==> src/hdl/lzss_bitstream_decompress_unit_macros.svh <==
// Assertion macros for the LZSS bit-stream decompressor.
// Included by the modules that carry concurrent checks; expects clk and rst in scope.
`ifndef LZSS_BITSTREAM_DECOMPRESS_UNIT_MACROS_SVH
`define LZSS_BITSTREAM_DECOMPRESS_UNIT_MACROS_SVH
`ifndef SYNTHESIS
`define LBD_ASSERT_IMP(lbl, ante, cons) \
  lbl: assert property (@(posedge clk) disable iff (rst) (ante) |-> (cons)) \
    else $error("%m: check failed");
`define LBD_ASSERT_NEXT(lbl, ante, cons) \
  lbl: assert property (@(posedge clk) disable iff (rst) (ante) |=> (cons)) \
    else $error("%m: check failed");
`else
`define LBD_ASSERT_IMP(lbl, ante, cons)
`define LBD_ASSERT_NEXT(lbl, ante, cons)
`endif
`endif

==> src/hdl/lbd_pkg.sv <==
// Shared types and constants for the LZSS bit-stream decompressor.
// No dependencies.
`default_nettype none
package lbd_pkg;

  localparam int WINDOW_BYTES = 4096;
  localparam int SPARE_BYTES  = 256;
  localparam int WIN_DEPTH    = WINDOW_BYTES + SPARE_BYTES;
  localparam int WIN_AW       = $clog2(WIN_DEPTH);
  localparam int MAX_LEN      = 17;
  localparam int LEN_W        = $clog2(MAX_LEN + 1);
  localparam int BUF_BITS     = 24;
  localparam int CNT_W        = $clog2(BUF_BITS + 1);
  localparam int LIT_BITS     = 9;
  localparam int MATCH_BITS   = 17;
  localparam int FIFO_DEPTH   = 4;
  localparam int FIFO_AW      = $clog2(FIFO_DEPTH);

  typedef enum logic [1:0] {
    TOK_LIT   = 2'd0,
    TOK_MATCH = 2'd1,
    TOK_END   = 2'd2
  } tok_kind_t;

  // literal: data[7:0]; match: data[15:4] start, data[3:0] length - 2
  typedef struct packed {
    tok_kind_t   kind;
    logic [15:0] data;
  } tok_t;

  // window contents after a block restore
  function automatic logic [7:0] init_byte(input logic [WIN_AW-1:0] addr);
    logic [7:0] v;
    if (addr >= WIN_AW'(WINDOW_BYTES)) v = 8'd0;
    else v = 8'(addr >> 4);
    return v;
  endfunction

endpackage
`default_nettype wire

==> src/hdl/lbd_tok_fifo.sv <==
// Short token queue between the front end and the back end.
// Depends on lbd_pkg.
`default_nettype none
module lbd_tok_fifo import lbd_pkg::*; (
  input  wire logic clk,
  input  wire logic rst,
  input  tok_t      wr_tok,
  input  wire logic wr_valid,
  output logic      wr_ready,
  output tok_t      rd_tok,
  output logic      rd_valid,
  input  wire logic rd_ready
);

  tok_t               slots [FIFO_DEPTH];
  logic [FIFO_AW-1:0] wp;
  logic [FIFO_AW-1:0] rp;
  logic [FIFO_AW:0]   cnt;
  logic               push;
  logic               pop;

  assign wr_ready = (cnt != (FIFO_AW+1)'(FIFO_DEPTH));
  assign rd_valid = (cnt != '0);
  assign rd_tok   = slots[rp];
  assign push     = wr_valid && wr_ready;
  assign pop      = rd_valid && rd_ready;

  always_ff @(posedge clk) begin
    if (push) slots[wp] <= wr_tok;
  end

  always_ff @(posedge clk) begin
    if (rst) begin
      wp  <= '0;
      rp  <= '0;
      cnt <= '0;
    end else begin
      if (push) wp <= wp + 1'b1;
      if (pop) rp <= rp + 1'b1;
      if (push && !pop) cnt <= cnt + 1'b1;
      else if (pop && !push) cnt <= cnt - 1'b1;
    end
  end

endmodule
`default_nettype wire

==> config.mk <==
export PLATFORM = sky130hd
export DESIGN_NAME = lbd_tok_fifo
export DESIGN_NICKNAME = d
export VERILOG_FILES = /design/src/hdl/lzss_bitstream_decompress_unit_macros.svh /design/src/hdl/lbd_pkg.sv /design/src/hdl/lbd_tok_fifo.sv
export SDC_FILE = /design/constraint.sdc
export NUM_CORES = 1
export LEC_CHECK = 0
export ABC_AREA = 1
export ABC_CLOCK_PERIOD_IN_PS = 2350
export BUFFER_PORTS_ARGS = -buffer_cell sky130_fd_sc_hd__buf_4
export CORE_MARGIN = 4
export CORE_UTILIZATION = 55
export DETAILED_ROUTE_END_ITERATION = 8
export GPL_TIMING_DRIVEN = 1
export HOLD_SLACK_MARGIN = 0.03
export PLACE_DENSITY = 0.85
export SLEW_MARGIN = 0
export SYNTH_ARGS = -nofsm -noshare
export SYNTH_HDL_FRONTEND = slang
export SYNTH_SLANG_ARGS = --single-unit
export TNS_END_PERCENT = 10
==> constraint.sdc <==
create_clock -name clk -period 2.35 [get_ports clk]
set_input_delay 0.3525 -clock clk [delete_from_list [all_inputs] [get_ports clk]]
set_output_delay 0.3525 -clock clk [all_outputs]
set_load 0.03 [all_outputs]
==> results.md <==
- Post-synthesis mux area share: 0%
- CTS sink cnt: 81
- Outcome: finished clean
- Mapped Cells: approximately 240
- Synth warn: 0
- Placed cells: 351
- GP Congestion: 0.773
- Max Freq: ~500 MHz
- Post-synth top area cell: edfxtp_1
- Initial antenna violation count: 0
- Leakage power: roughly 0.0014 uW
- Footprint of the multi-input gates: ~740 sq um
- First-pass GRT wire length: roughly 9000 um
- Die area: just over 7000 sq um
- Clk slew on worst S/H paths: 0.08 ns
- All-Layer GR Usage: between 10% and 20%
- Total gr overflow: 0
- Share of layout cells above drive strength 1: roughly 27%
- Starting Density: between 50% and 60%
- Layout Cells excl Fill: 367
- ANT nets after route: 0
- Setup TNS: 0 ns
- Post-layout net count: 318
- Seq/Total Area, Yosys: about 72%
- Critical path class: reg -> out
- GRT Max-Usage Layer: met2
- Crit start category: register
- Register Area: 2340 sq um
- CP Capture Type: output port
- Vias: 1,917
- Drt wl/cell: between 15 and 20 um
- Yosys top cell area share: between 60 and 70%
- DRT iter0 DRCs: 96
- Cell area after synthesis: roughly 3200 sq um
- Critical Path RT: around 2.0 ns
- Vias in the first global route: ~1,900
- Peak supply drop: 0.707 mV
- Largest family of logic cells by synthesized area: compound AO/OA/AOI/OAI gates
- Root Driver: clkbuf_8
- Adder-cell share of the synthesized area: approximately 2.5%
- Placeable Area: 5610 sq um
- H-tree depth: 3
- Top post-synthesis cells by area: edfxtp_1 67%, nor2_1 5.7%, dfxtp_1 5.5%
- RSZ-0062 raised after global routing: false
- Met1 usage: about a fifth
- Slowest Stage Delay on Critical Path: around 0.35 ns
- Largest net degree at the start of global routing: 38
- Die width: roughly 85 um
- Post-Synth XOR/XNOR Area: less than 1%
- Fillers: 420
- CTS tree: built
- Slew of the pin with the lowest slew margin: between 0.3 and 0.4 ns
- WP data arrival: about 1.7 ns
- # DRC: 0
- Port Buf Inserts: slightly above 40
- Clock Tree Buf Depth: 2
- Setup Viol. Count Final: 0
- Simple-gate area share of the yosys netlist: 9.59%
- Synth Area in Compound Gates: between 10 and 15%
- Rows: 27
- Crit Path Max Fanout: 37
- Cell Chain, Critical Path: buf_4 -> inv_8 -> o21ai_1 -> o22ai_1 -> buf_4
- Num CTS Buffers: 9
- Slowest stage cell on the critical path: buf_4
- Avg Inst Size Synth: between 10 and 15 sq um
- GRT met3 Usage: under 10%
- Syn nets: 270
- Worst Hold Class: in -> reg
- Max-slew violations: 0
- Via-per-instance ratio: roughly 5.2
- FF+latch count, synth: 81
- Post-CTS Resized: 0
- Netlist cell types: 25
- Hold Buf Count CTS: 0
- Maxcap violations: 0
- Met2 Resource Use GR: approximately 28%
- Inserted Diodes: 0
- Hold Vio Cnt, Final: 0
- Skew-Pair Late Insertion Delay: 0.34 ns
- Initial DRT Pass Iterations: 4
- Clock Skews: approximately 0.0068 ns
- Final WL: about 5600 um
- Setup Fix Bufs, Post-CTS: 0
- Final worst-path cycle share: a little under nine tenths
- Crit-path most repeated cell: buf_4
- Pwr dens: 1110 nW/um^2
- Area Growth Syn to Fin: 16.4%
- I/O pin cnt: 42
- Relative slew slack: roughly three quarters
- Post-layout min period: ~2.0 ns
- Final HPWL DP: between 3000 and 4000 um
- Die height: 84.9 um
final timing paths:
kind | start | endpoint | slack (ns) | cells past startpoint
setup / recovery | register | rd_tok[11] | 0.34 | 5
hold / removal | rst | rp[0] | 0.20 | 2
setup reg to reg | cnt[1] | cnt[1] | 0.52 | 9
hold reg to reg | rp[0] | rp[0] | 0.50 | 2
per-stage QoR:
| step | total power (uW) | util [%] | hold slack, ns | worst slack [ns] | cell area [sq um] |
|---|---|---|---|---|---|
| after floorplan | 2900 | - | 0.422 | 0.485 | 3250 |
| after global placement | 3270 | 64.1 | 0.481 | 0.618 | 3600 |
| after detailed placement | 3310 | 64.1 | 0.490 | 0.515 | 3600 |
| after CTS | 4240 | 67.5 | 0.186 | 0.333 | 3780 |
| after global routing | 4440 | 67.5 | 0.187 | 0.180 | 3780 |
| final | 4210 | 67.5 | 0.196 | 0.342 | 3780 |
kinds of logic after synthesis:
| family | count (synthesis) |
|---|---|
| AO/OA/AOI/OAI | 58 |
| adder cells (fa/ha/maj) | 6 |
| XOR/XNOR | 1 |
| buffers and inverters | 26 |
| AND/OR/NAND/NOR | 70 |
| flip-flops | 81 |
routing by layer:
metal | routed length (um) | vias to the layer above
met2 | 2920 | 43
met5 | 0 | -
li1 | - | 959
met4 | 99 | 0
met3 | 287 | 10
met1 | 2330 | 905
flip-flops by register name, summed over array words and instances, names as in the netlist, named ones only:
signal and count:
slots 72, wp 2, cnt 3, rp 2
placed cells by master (no fill, tap or decap):
cell	count
o21ai_2	2
inv_1	12
nor2_4	1
ha_1	5
nand2_4	4
o21ai_0	24
buf_4	47
inv_2	2
fa_1	1
clkinv_2	4
bufinv_16	1
clkbuf_1	1
xor2_1	1
nor2_1	45
nor2_2	4
nand3b_1	1
nand2_1	10
o22ai_1	17
dfxtp_1	9
edfxtp_1	72
inv_8	1
nand2_2	1
o22ai_2	1
clkbuf_8	9
a21oi_1	3
nand3_1	4
clkinv_4	2
o21ai_1	11
worst max-delay path: cells and delay by family (launching register included):
| family | cells | cell delay (ns) |
|---|---|---|
| compound gates | 2 | 0.29 |
| buf+inv | 3 | 0.69 |
| flops | 1 | 0.31 |
area by class of cell:
cell class,count,area share (%)
sequential,81,61.9
multi-input combinational,135,19.5
timing repair buffer,47,9.33
clock buffer,10,3.37
tap,72,2.38
inverter,16,1.92
clock inverter,6,1.55
synth_stat cells, drive strengths merged:
master	instances
edfxtp	72
inv	15
nand3b	1
a21oi	3
fa	1
nand3	4
o22ai	18
o21ai	37
dfxtp	9
clkinv	1
buf	10
xor2	1
nor2	50
ha	5
nand2	15
power breakdown:
part	internal, uW	switching [uW]	total, uW	leakage [uW]
logic	486	942	1430	0.000575
registers	1750	81.7	1840	0.000734
clock network	485	464	949	0.0000998
total	2730	1490	4210	0.00141
(Power assumes the default switching activity.)
