`src/hdl/lzss_bitstream_decompress_unit_macros.svh`:
```
// Assertion macros for the LZSS bit-stream decompressor.
// Included by the modules that carry concurrent checks; expects clk and rst in scope.
`ifndef LZSS_BITSTREAM_DECOMPRESS_UNIT_MACROS_SVH
`define LZSS_BITSTREAM_DECOMPRESS_UNIT_MACROS_SVH
`ifndef SYNTHESIS
`define LBD_ASSERT_IMP(lbl, ante, cons) \
  lbl: assert property (@(posedge clk) disable iff (rst) (ante) |-> (cons)) \
    else $error("%m: check failed");
`define LBD_ASSERT_NEXT(lbl, ante, cons) \
  lbl: assert property (@(posedge clk) disable iff (rst) (ante) |=> (cons)) \
    else $error("%m: check failed");
`else
`define LBD_ASSERT_IMP(lbl, ante, cons)
`define LBD_ASSERT_NEXT(lbl, ante, cons)
`endif
`endif

```
`src/hdl/lbd_pkg.sv`:
```
// Shared types and constants for the LZSS bit-stream decompressor.
// No dependencies.
`default_nettype none
package lbd_pkg;

  localparam int WINDOW_BYTES = 4096;
  localparam int SPARE_BYTES  = 256;
  localparam int WIN_DEPTH    = WINDOW_BYTES + SPARE_BYTES;
  localparam int WIN_AW       = $clog2(WIN_DEPTH);
  localparam int MAX_LEN      = 17;
  localparam int LEN_W        = $clog2(MAX_LEN + 1);
  localparam int BUF_BITS     = 24;
  localparam int CNT_W        = $clog2(BUF_BITS + 1);
  localparam int LIT_BITS     = 9;
  localparam int MATCH_BITS   = 17;
  localparam int FIFO_DEPTH   = 4;
  localparam int FIFO_AW      = $clog2(FIFO_DEPTH);

  typedef enum logic [1:0] {
    TOK_LIT   = 2'd0,
    TOK_MATCH = 2'd1,
    TOK_END   = 2'd2
  } tok_kind_t;

  // literal: data[7:0]; match: data[15:4] start, data[3:0] length - 2
  typedef struct packed {
    tok_kind_t   kind;
    logic [15:0] data;
  } tok_t;

  // window contents after a block restore
  function automatic logic [7:0] init_byte(input logic [WIN_AW-1:0] addr);
    logic [7:0] v;
    if (addr >= WIN_AW'(WINDOW_BYTES)) v = 8'd0;
    else v = 8'(addr >> 4);
    return v;
  endfunction

endpackage
`default_nettype wire

```
`src/hdl/lbd_front.sv`:
```
// Front end: takes compressed bytes, keeps the bit buffer and cuts tokens.
// Depends on lbd_pkg and the assertion macro header.
`default_nettype none
`include "lzss_bitstream_decompress_unit_macros.svh"
module lbd_front import lbd_pkg::*; (
  input  wire logic       clk,
  input  wire logic       rst,
  input  wire logic [7:0] in_byte,
  input  wire logic       last_byte,
  input  wire logic       in_valid,
  output logic            in_ready,
  output tok_t            tok,
  output logic            tok_valid,
  input  wire logic       tok_ready
);

  logic [BUF_BITS-1:0]            bit_buf;
  logic [CNT_W-1:0]               bit_cnt;
  logic                           last_pend;
  logic                           busy;
  logic [BUF_BITS+MATCH_BITS-1:0] ext;
  logic [MATCH_BITS-1:0]          win17;
  logic                           flag;
  logic                           enough;
  logic [CNT_W-1:0]               need;
  logic [CNT_W-1:0]               bit_cnt_next;

  always_comb begin
    ext    = {bit_buf, MATCH_BITS'(0)} >> bit_cnt;
    win17  = ext[MATCH_BITS-1:0];
    flag   = (bit_cnt != '0) ? win17[MATCH_BITS-1] : 1'b0;
    need   = flag ? CNT_W'(MATCH_BITS) : CNT_W'(LIT_BITS);
    enough = (bit_cnt >= need);
    bit_cnt_next = enough ? (bit_cnt - need) : '0;

    tok.kind = TOK_END;
    tok.data = '0;
    if (bit_cnt != '0) begin
      if (flag) begin
        tok.kind = TOK_MATCH;
        tok.data = win17[15:0];
      end else begin
        tok.kind = TOK_LIT;
        tok.data = {8'd0, win17[15:8]};
      end
    end

    if (bit_cnt != '0) tok_valid = busy && (enough || last_pend);
    else tok_valid = busy && last_pend;
    in_ready = !busy;
  end

  always_ff @(posedge clk) begin
    if (rst) begin
      bit_buf   <= '0;
      bit_cnt   <= '0;
      last_pend <= 1'b0;
      busy      <= 1'b0;
    end else if (in_valid && in_ready) begin
      bit_buf   <= {bit_buf[BUF_BITS-9:0], in_byte};
      bit_cnt   <= bit_cnt + CNT_W'(8);
      last_pend <= last_byte;
      busy      <= 1'b1;
    end else if (busy) begin
      if (tok_valid) begin
        if (tok_ready) begin
          if (bit_cnt == '0) begin
            busy      <= 1'b0;
            last_pend <= 1'b0;
          end else begin
            bit_cnt <= bit_cnt_next;
          end
        end
      end else begin
        busy <= 1'b0;
      end
    end
  end

  `LBD_ASSERT_IMP(a_cnt_max, 1'b1, bit_cnt <= CNT_W'(BUF_BITS))
  `LBD_ASSERT_IMP(a_idle_partial, !busy, bit_cnt < CNT_W'(MATCH_BITS))
  `LBD_ASSERT_IMP(a_idle_no_last, !busy, !last_pend)

endmodule
`default_nettype wire

```
`config.mk`:
```
export PLATFORM = sky130hd
export DESIGN_NAME = lbd_front
export DESIGN_NICKNAME = d
export VERILOG_FILES = /design/src/hdl/lbd_pkg.sv /design/src/hdl/lbd_front.sv
export VERILOG_INCLUDE_DIRS = /design/src /design/src/hdl
export SDC_FILE = /design/constraint.sdc
export NUM_CORES = 1
export LEC_CHECK = 0
export BUFFER_PORTS_ARGS = -buffer_cell sky130_fd_sc_hd__buf_4
export CAP_MARGIN = 20
export CORE_UTILIZATION = 65
export DETAILED_ROUTE_END_ITERATION = 7
export GPL_TIMING_DRIVEN = 0
export PLACE_DENSITY_LB_ADDON = 0.12
export REMOVE_ABC_BUFFERS = 1
export SLEW_MARGIN = 20
export SYNTH_ARGS = -nofsm -noshare
export SYNTH_HDL_FRONTEND = slang
export SYNTH_SLANG_ARGS = --single-unit
```
`constraint.sdc`:
```
create_clock -name clk -period 8.98 [get_ports clk]
set_input_delay 0.898 -clock clk [delete_from_list [all_inputs] [get_ports clk]]
set_output_delay 0.898 -clock clk [all_outputs]
set_load 0.01 [all_outputs]
```
==> flow_summary.ini, run 1 <==
[placement]
hpwl_um = 5410
dpl-instance-area_sq_mm = 0.00325
placed_cells = 424
port_buffers = 32
gp_congestion = 0.933

[drt]
routedWlPerCell_um = 18.2
drtAntennaViolNets = 0
drc = 10
dr.pass1.iters = 8
via_count = 2895
drt-initial-drc-count = 429
routed_wl_um = 7870
via_per_inst = 6.70

[final_layout]
drive_gt1_frac = 0.242
nets = 397
n_fill_cell = 348
antenna_cells = 0
final_area_sq_mm = 0.00337
final_cells = 432
finish.utilization = 0.759
syn_to_final_growth_pct = 10.6

[sta]
fin_crit_ns = 4.77
period_share = 0.531
skew_ns = 0.00615
slew_headroom = 0.327
finalMaxSlewViolations = 0
setup_tns_ns = 0
hold_violations = 0
worstMarginPinSlew_ns = 1.01
finalSetupViolCount = 0
max_clock_freq_mhz = 210
rsz0062_at_grt = false

[floorplan]
io_pins = 33
die_area_sq_mm = 0.00497
core_sq_mm = 0.00444
row_count = 24
die_w_um = 70.5
start_util = 0.686
die_height_um = 70.5

[logic_synthesis]
synthSimpleGateAreaFrac = 0.183
synth_xor_area_frac = 0.00575
yosysTopAreaCellShare = 0.204
async_flop_share = 0
synthDistinctLibCells = 50
synth_largest_area_cell = dfxtp_1
yosysSeqAreaShare = 0.204
synth_top_family_by_area = multiplexers
synth_mux_area_frac = 0.338
synth_cells = 367
avgSynthCellArea_sq_um = 8.30
synthTopCellsByArea = dfxtp_1, mux4_2, mux2i_1
synthAdderAreaFrac = 0.0205
synth_edf_count = 0
synth_compound_area_frac = 0.185
ys_ff_latch = 31
synth_ff_type = dfxtp_1
syn-cell-area_sq_mm = 0.00305
ys_warn_count = 0

[global_route]
grt_max_degree = 37
grt_pass1_wl_um = 13500
antenna_found_initial = 0
grt_usage = 0.349
grt_pass1_vias = 2638
grt_overflow_total = 0

[critical_path]
worstSetupEndpointType = output port
cp_cell_sequence = clkinv_1 -> nor2_1 -> a21boi_2 -> o21a_4 -> nor2_2 -> ha_1 -> o41a_1 -> o21ai_0 -> a21oi_1 -> o21a_1 -> buf_4
path_class = reg -> out
reg2reg_depth = 12
required_ns = 8.08
ff2ff_setup_slack_ns = 4.99
worst-path-max-fanout = 32
slowest_delay_ns = 0.72
slowest_stage = dfxtp_2
startpoint_type = register
cp.arrival_ns = 3.87

[flow_run]
max-cap-violations = 0

[clocking]
cts.clk_slew.worst_paths_ns = 0.07
cts_hold_buf = 0
cts_tree = yes
root_buffer = clkbuf_8
postCtsSetupBuffers = 0
clockBufferDepth = 2
htreeDepth = 2
postCtsResizedCells = 0
clock_latency_ns = 0.29
cts_sinks = 31
cts_buffers = 5

[pwr]
power.density_mw_per_mm2 = 109
power_mw = 0.367
leakage_nw = 1.22
irDropWorstVdd_uv = 84.5

[outcome]
outcome = finished with violations
violations = design-rule violations

[worst_hold_path]
hold_depth = 2
hold_class = reg -> reg
-- area by class of cell --
class / instances / area, sq um / share of cell area
Sequential cell: 31 / 626 / 0.186
Tap cell: 52 / 65.1 / 0.0193
Multi-Input combinational cell: 296 / 2230 / 0.663
Inverter: 10 / 37.5 / 0.0111
Clock inverter: 2 / 35.0 / 0.0104
Clock buffer: 6 / 82.6 / 0.0245
Timing Repair Buffer: 35 / 292 / 0.0865
-- state kept, by name, indices dropped and copies added (netlist names) --
| name | flops |
|---|---|
| bit_buf | 24 |
| last_pend | 1 |
| bit_cnt | 5 |
| busy | 1 |
-- through the flow --
step,worst slack (ns),hold slack [ns]
after global placement,3.64,0.499
after global routing,3.91,0.554
final,4.21,0.526
after CTS,3.71,0.523
after floorplan,4.28,0.461
after detailed placement,4.06,0.515
-- cell usage in the layout, fill, tap and decap left out, types with 5 or more instances in the layout --
master,count
clkbuf_8,6
nand3_1,6
a31oi_1,5
nand2_1,75
inv_1,5
ha_1,5
o21ai_0,12
mux4_2,22
nor2b_1,5
a21oi_1,38
a211oi_1,5
buf_4,32
nor2_1,27
mux2_2,15
nor3_1,6
dfxtp_1,27
mux2i_1,34
-- report_power, final --
| part | total (mW) | internal (mW) | switching (mW) | leakage [nW] |
|---|---|---|---|---|
| registers | 0.156 | 0.142 | 0.0133 | 0.254 |
| logic | 0.0643 | 0.0295 | 0.0348 | 0.909 |
| clock network | 0.147 | 0.0898 | 0.0576 | 0.0612 |
| total | 0.367 | 0.262 | 0.106 | 1.22 |
-- synthesized netlist by cell type, types with 2 or more instances --
master,number
nand2_1,75
a21oi_1,38
mux2i_1,34
dfxtp_1,31
nor2_1,27
mux4_2,22
clkbuf_1,17
mux2_2,15
o21ai_0,12
buf_2,6
nand3_1,6
nor2b_1,6
nor3_1,6
a211oi_1,5
a31oi_1,5
ha_1,5
inv_1,5
a221oi_1,4
buf_4,4
buf_6,3
inv_2,3
o21a_1,3
a22oi_1,2
a32oi_1,2
and3_1,2
clkinv_1,2
nand4_1,2
o211ai_1,2
xnor2_1,2
-- worst max-delay path: cells and delay by family (launching register included) --
family | cells | cell delay [ns]
buf+inv | 2 | 0.76
flops | 1 | 0.72
compound gates | 6 | 1.05
simple gates | 2 | 0.76
fa+ha+maj | 1 | 0.28
-- cells by family (layout without fill, tap and decap cells) --
group | Yosys count | after routing
compound gates | 88 | 88
xor+xnor | 2 | 2
buf+inv | 40 | 53
fa+ha+maj | 5 | 5
flops | 31 | 31
simple gates | 129 | 129
mux | 72 | 72
-- worst paths after layout --
path | startpoint | to
max reg2reg | bit_cnt[3]$_SDFFE_PP0P_ | bit_cnt[4]$_SDFFE_PP0P_
max | bit_cnt[3]$_SDFFE_PP0P_ | tok_valid
min reg2reg | bit_buf[21]$_SDFFE_PP0P_ | bit_buf[21]$_SDFFE_PP0P_
min | bit_buf[21]$_SDFFE_PP0P_ | bit_buf[21]$_SDFFE_PP0P_
-- routing by layer --
layer | track usage | wire length [um]
met3 | 0.0577 | 605
met4 | 0.186 | 303
met1 | 0.490 | 3420
met2 | 0.513 | 3530
met5 | 0 | 0
Note: power is estimated with default switching activity, not from simulation.
==> run 2: changes to the inputs <==
- CORE_UTILIZATION: 65 -> 60
- clock period: 8.98 -> 4.6 ns (I/O delays scaled with it)
==> flow_summary.ini, run 2 (synthesis results as in run 1) <==
[final_layout]
antenna_cells = 0
final_common_cell = nand2_1
largestRegisters = bit_buf: 24 flops, bit_cnt: 5 flops
nets = 396
multi_input_comb_area_sq_mm = 0.00224
n_fill_cell = 403
drive_gt1_frac = 0.240
top_register = bit_buf
final_cell_mix = nand2_1, a21oi_1, mux2i_1
finish.utilization = 0.696
largest_reg_flops = 24
seqCellArea_sq_um = 626
syn_to_final_growth_pct = 10.0

[drt]
routed_wl_um = 7840
dr_wl_met2_um = 3570
met3_wirelength_um = 569
routedWlPerCell_um = 17.6
drtAntennaViolNets = 0
wirelength_met1_um = 3550
drt-initial-drc-count = 326
dr.pass1.iters = 5
via_per_inst = 6.56
highest_layer = met4
via_count = 2924
drc = 0

[pwr]
p_seq_frac = 0.468
swShare = 0.323
p_int_mw = 0.441
power_mw = 0.650
power.density_mw_per_mm2 = 194
leakage_nw = 1.20
combinationalPowerShare = 0.192
power.share.clock = 0.340
irDropWorstVdd_uv = 148
p_switching_mw = 0.210

[critical_path]
cp.arrival_ns = 3.83
critPathBufInv = 2
path_class = reg -> out
worst-path-max-fanout = 35
required_ns = 4.14
r2r-end = bit_cnt[4]$_SDFFE_PP0P_
path_delay_family = compound AO/OA/AOI/OAI gates
slowest_delay_ns = 0.58
slowest_stage = dfxtp_2
worstSetupEndpointType = output port
cp_cell_sequence = buf_12 -> mux2_2 -> mux4_2 -> a21boi_2 -> o21a_4 -> nor2_2 -> ha_1 -> o41a_1 -> o21ai_0 -> a21oi_1 -> o21a_1 -> buf_4
reg2reg_depth = 13
ff2ff_setup_slack_ns = 0.69
startpoint_type = register
r2r_start = bit_cnt[2]$_SDFFE_PP0P_

[global_route]
grt_pass1_wl_um = 13000
grt_usage = 0.316
antenna_found_initial = 0
grt_overflow_total = 0
grt_pass1_vias = 2537
grt_max_degree = 36

[clocking]
cts_sinks = 31
root_buffer = clkbuf_8
postCtsSetupBuffers = 0
cts_buffers = 5
htreeDepth = 2
clockBufferDepth = 2
clock_latency_ns = 0.30
cts_hold_buf = 0
cts.clk_slew.worst_paths_ns = 0.08
postCtsResizedCells = 1
cts_tree = yes

[floorplan]
row_count = 25
die_height_um = 73.3
start_util = 0.633
io_pins = 33
core_sq_mm = 0.00482
die_area_sq_mm = 0.00537
die_w_um = 73.3

[worst_hold_path]
hold_class = in -> reg
whs_endpoint = last_pend$_SDFFE_PP0P_
hold_start = tok_ready
hold_depth = 2

[placement]
hpwl_um = 5530
gp_congestion = 0.903
port_buffers = 32

[sta]
finalSetupViolCount = 0
period_share = 0.933
fin_crit_ns = 4.29
worstMarginPinSlew_ns = 1.05
rsz0062_at_grt = false
hold_violations = 0
finalMaxSlewViolations = 0
skew_ns = 0.00701
slew_headroom = 0.298
max_clock_freq_mhz = 233

[outcome]
outcome = finished, final reports clean

[flow_run]
max-cap-violations = 0
==> run 2: cell types whose count changed in the layout (fill, tap and decap cells not counted), sizes merged <==
cell      change
buf           -1
clkinvlp      +1
bufinv        -1
==> run 2: final cells by class <==
cell class / instances / area share
well taps: 67 / 0.0250
clock inverters: 2 / 0.00373
inverters: 10 / 0.0116
flip-flops and latches: 31 / 0.187
repair buffers: 34 / 0.0836
clock buffers: 6 / 0.0216
multi-input cells: 296 / 0.668
==> run 2: worst max path at each step <==
| stage | start | endpoint | slack, ns | depth (start not counted) |
|---|---|---|---|---|
| floorplan | bit_cnt[2]$_SDFFE_PP0P_ | tok_valid | 0.34 | 10 |
| global placement | bit_cnt[2]$_SDFFE_PP0P_ | tok_valid | -0.31 | 11 |
| detailed placement | bit_cnt[3]$_SDFFE_PP0P_ | tok_valid | 0.02 | 11 |
| CTS | bit_cnt[3]$_SDFFE_PP0P_ | tok_valid | 0.06 | 11 |
| global route | bit_cnt[2]$_SDFFE_PP0P_ | tok_valid | 0.12 | 12 |
| finish | bit_cnt[2]$_SDFFE_PP0P_ | tok_valid | 0.31 | 12 |
==> run 2: through the flow <==
step           cell area [sq um]  instances  setup slack [ns]  hold WS (ns)  TNS (ns)
2_1_floorplan               2890        337             0.336         0.461         0
3_3_place_gp                3210        436            -0.306         0.491     -1.14
3_5_place_dp                3270        438            0.0244         0.506         0
4_1_cts                     3350        446            0.0618         0.389         0
5_1_grt                     3350        446             0.119         0.407         0
6_report                    3350        446             0.310         0.391         0
==> run 2: power by group through the flow <==
stage | clock (mW) | sequential, mW | combinational [mW]
2_1_floorplan | 0 | 0.301 | 0.0821
3_3_place_gp | 0 | 0.310 | 0.120
3_5_place_dp | 0 | 0.310 | 0.124
4_1_cts | 0.221 | 0.303 | 0.124
5_1_grt | 0.233 | 0.307 | 0.137
6_report | 0.221 | 0.304 | 0.125
==> run 2: worst reg2reg max path, delay by kind of cell (launching register included) <==
| family | cells | cell delay [ns] |
|---|---|---|
| adder cells (fa/ha/maj) | 1 | 0.34 |
| flip-flops | 1 | 0.58 |
| AO/OA/AOI/OAI | 7 | 1.57 |
| buffers and inverters | 1 | 0.27 |
| AND/OR/NAND/NOR | 2 | 0.16 |
| multiplexers | 2 | 0.91 |
==> run 2: layer usage <==
metal,up-vias,global-route usage
met2,138,0.489
met3,15,0.0370
met5,-,0
li1,1382,-
met4,0,0.107
met1,1389,0.459
==> run 3: changes to the inputs <==
- MAX_ROUTING_LAYER: unset -> met4
==> flow_summary.ini, run 3 (synthesis results as in run 1) <==
[critical_path]
slowest_stage = dfxtp_2
required_ns = 4.14
startpoint_type = register
cp_cell_sequence = buf_12 -> mux2_2 -> mux4_2 -> a21boi_2 -> o21a_4 -> nor2_2 -> ha_1 -> o41a_1 -> o21ai_0 -> a21oi_1 -> o21a_1 -> buf_4
path_class = reg -> out
worstSetupEndpointType = output port
ff2ff_setup_slack_ns = 0.72
slowest_delay_ns = 0.57
cp.arrival_ns = 3.81
worst-path-max-fanout = 35

[pwr]
power.share.clock = 0.392
power.density_mw_per_mm2 = 210
leakage_nw = 1.22
p_int_mw = 0.497
combinationalPowerShare = 0.178
swShare = 0.301
p_switching_mw = 0.213
irDropWorstVdd_uv = 197
power_mw = 0.710
p_seq_frac = 0.430

[drt]
drtAntennaViolNets = 0
dr.pass1.iters = 5
via_count = 2913
routed_wl_um = 8000
via_per_inst = 6.52
drc = 0
routedWlPerCell_um = 17.9
drt-initial-drc-count = 387

[floorplan]
io_pins = 33
start_util = 0.633
die_w_um = 73.3
row_count = 25
die_area_sq_mm = 0.00537
core_sq_mm = 0.00482
die_height_um = 73.3

[clocking]
cts_sinks = 31
cts.clk_slew.worst_paths_ns = 0.07
postCtsSetupBuffers = 0
root_buffer = clkbuf_8
clockBufferDepth = 2
cts_buffers = 5
clock_latency_ns = 0.29
htreeDepth = 2
cts_tree = yes

[sta]
worstMarginPinSlew_ns = 1.05
finalSetupViolCount = 0
setup_tns_ns = 0
finalMaxSlewViolations = 0
max_clock_freq_mhz = 234
finalWorstSetupSlack_ns = 0.334
fin_crit_ns = 4.27
rsz0062_at_grt = false
hold_violations = 0
slew_headroom = 0.299
skew_ns = 0.00679
period_share = 0.927

[global_route]
antenna_found_initial = 0
grt_usage = 0.329
grt_pass1_wl_um = 13100
grt_overflow_total = 0
grt_max_degree = 36
grt_pass1_vias = 2514

[flow_run]
max-cap-violations = 0

[final_layout]
antenna_cells = 0
final_cell_mix = nand2_1, a21oi_1, mux2i_1
largestRegisters = bit_buf: 24 flops, bit_cnt: 5 flops
nets = 397
final_cells = 447
syn_to_final_growth_pct = 11.2
final_common_cell = nand2_1
largest_reg_flops = 24
drive_gt1_frac = 0.245
top_register = bit_buf

[placement]
placed_cells = 439
gp_congestion = 0.929
dp_slack_ns = 0.0502
hpwl_um = 5550
port_buffers = 32

[outcome]
outcome = finished, final reports clean

[worst_hold_path]
hold_class = in -> reg
==> run 3: final cells by class <==
class | count | area [sq um]
flip-flops and latches | 31 | 626
clock inverters | 3 | 43.8
clock buffers | 5 | 68.8
multi-input cells | 296 | 2230
well taps | 67 | 83.8
repair buffers | 35 | 292
fillers | 406 | 1430
inverters | 10 | 41.3
==> run 3: final timing paths <==
| kind | cells past startpoint | startpoint | end |
|---|---|---|---|
| max | 12 | bit_cnt[2]$_SDFFE_PP0P_ | tok_valid |
| max reg2reg | 13 | bit_cnt[2]$_SDFFE_PP0P_ | bit_cnt[4]$_SDFFE_PP0P_ |
| min | 2 | tok_ready | last_pend$_SDFFE_PP0P_ |
| min reg2reg | 2 | bit_buf[2]$_SDFFE_PP0P_ | bit_buf[10]$_SDFFE_PP0P_ |
==> run 3: what timing repair did <==
item                                    in CTS  in global routing
hold buffers                                 0                  0
gates resized for setup                      1                  1
endpoints found under the setup margin       1                  1
==> run 3: routing by layer <==
| layer | up-vias | GRT usage | wire (um) |
|---|---|---|---|
| met5 | - | - | 0 |
| met4 | 0 | 0.0893 | 161 |
| met3 | 18 | 0.0425 | 583 |
| met2 | 144 | 0.494 | 3680 |
| met1 | 1375 | 0.467 | 3580 |
| li1 | 1376 | - | - |
==> run 3: power by group through the flow <==
stage / registers (mW) / logic, mW / clock network [mW]
2_1_floorplan: 0.301 / 0.0821 / 0
3_3_place_gp: 0.310 / 0.120 / 0
3_5_place_dp: 0.310 / 0.124 / 0
4_1_cts: 0.304 / 0.125 / 0.277
5_1_grt: 0.307 / 0.137 / 0.289
6_report: 0.305 / 0.126 / 0.279
==> run 3: worst max-delay path: cells and delay by family (launching register included) <==
kind | cells | cell delay (ns)
buffers and inverters | 2 | 0.41
adders and majority gates | 1 | 0.34
and+or+nand+nor | 1 | 0.08
muxes | 2 | 0.90
DFF | 1 | 0.57
AOI/OAI and AO/OA | 6 | 1.21
==> run 3: metrics by stage <==
step | hold WS, ns | instance area, sq um | util
after floorplan | 0.461 | 2890 | -
final | 0.391 | 3390 | 0.704
after CTS | 0.387 | 3390 | 0.703
after global routing | 0.391 | 3390 | 0.704
after detailed placement | 0.517 | 3270 | 0.679
after global placement | 0.495 | 3210 | 0.667
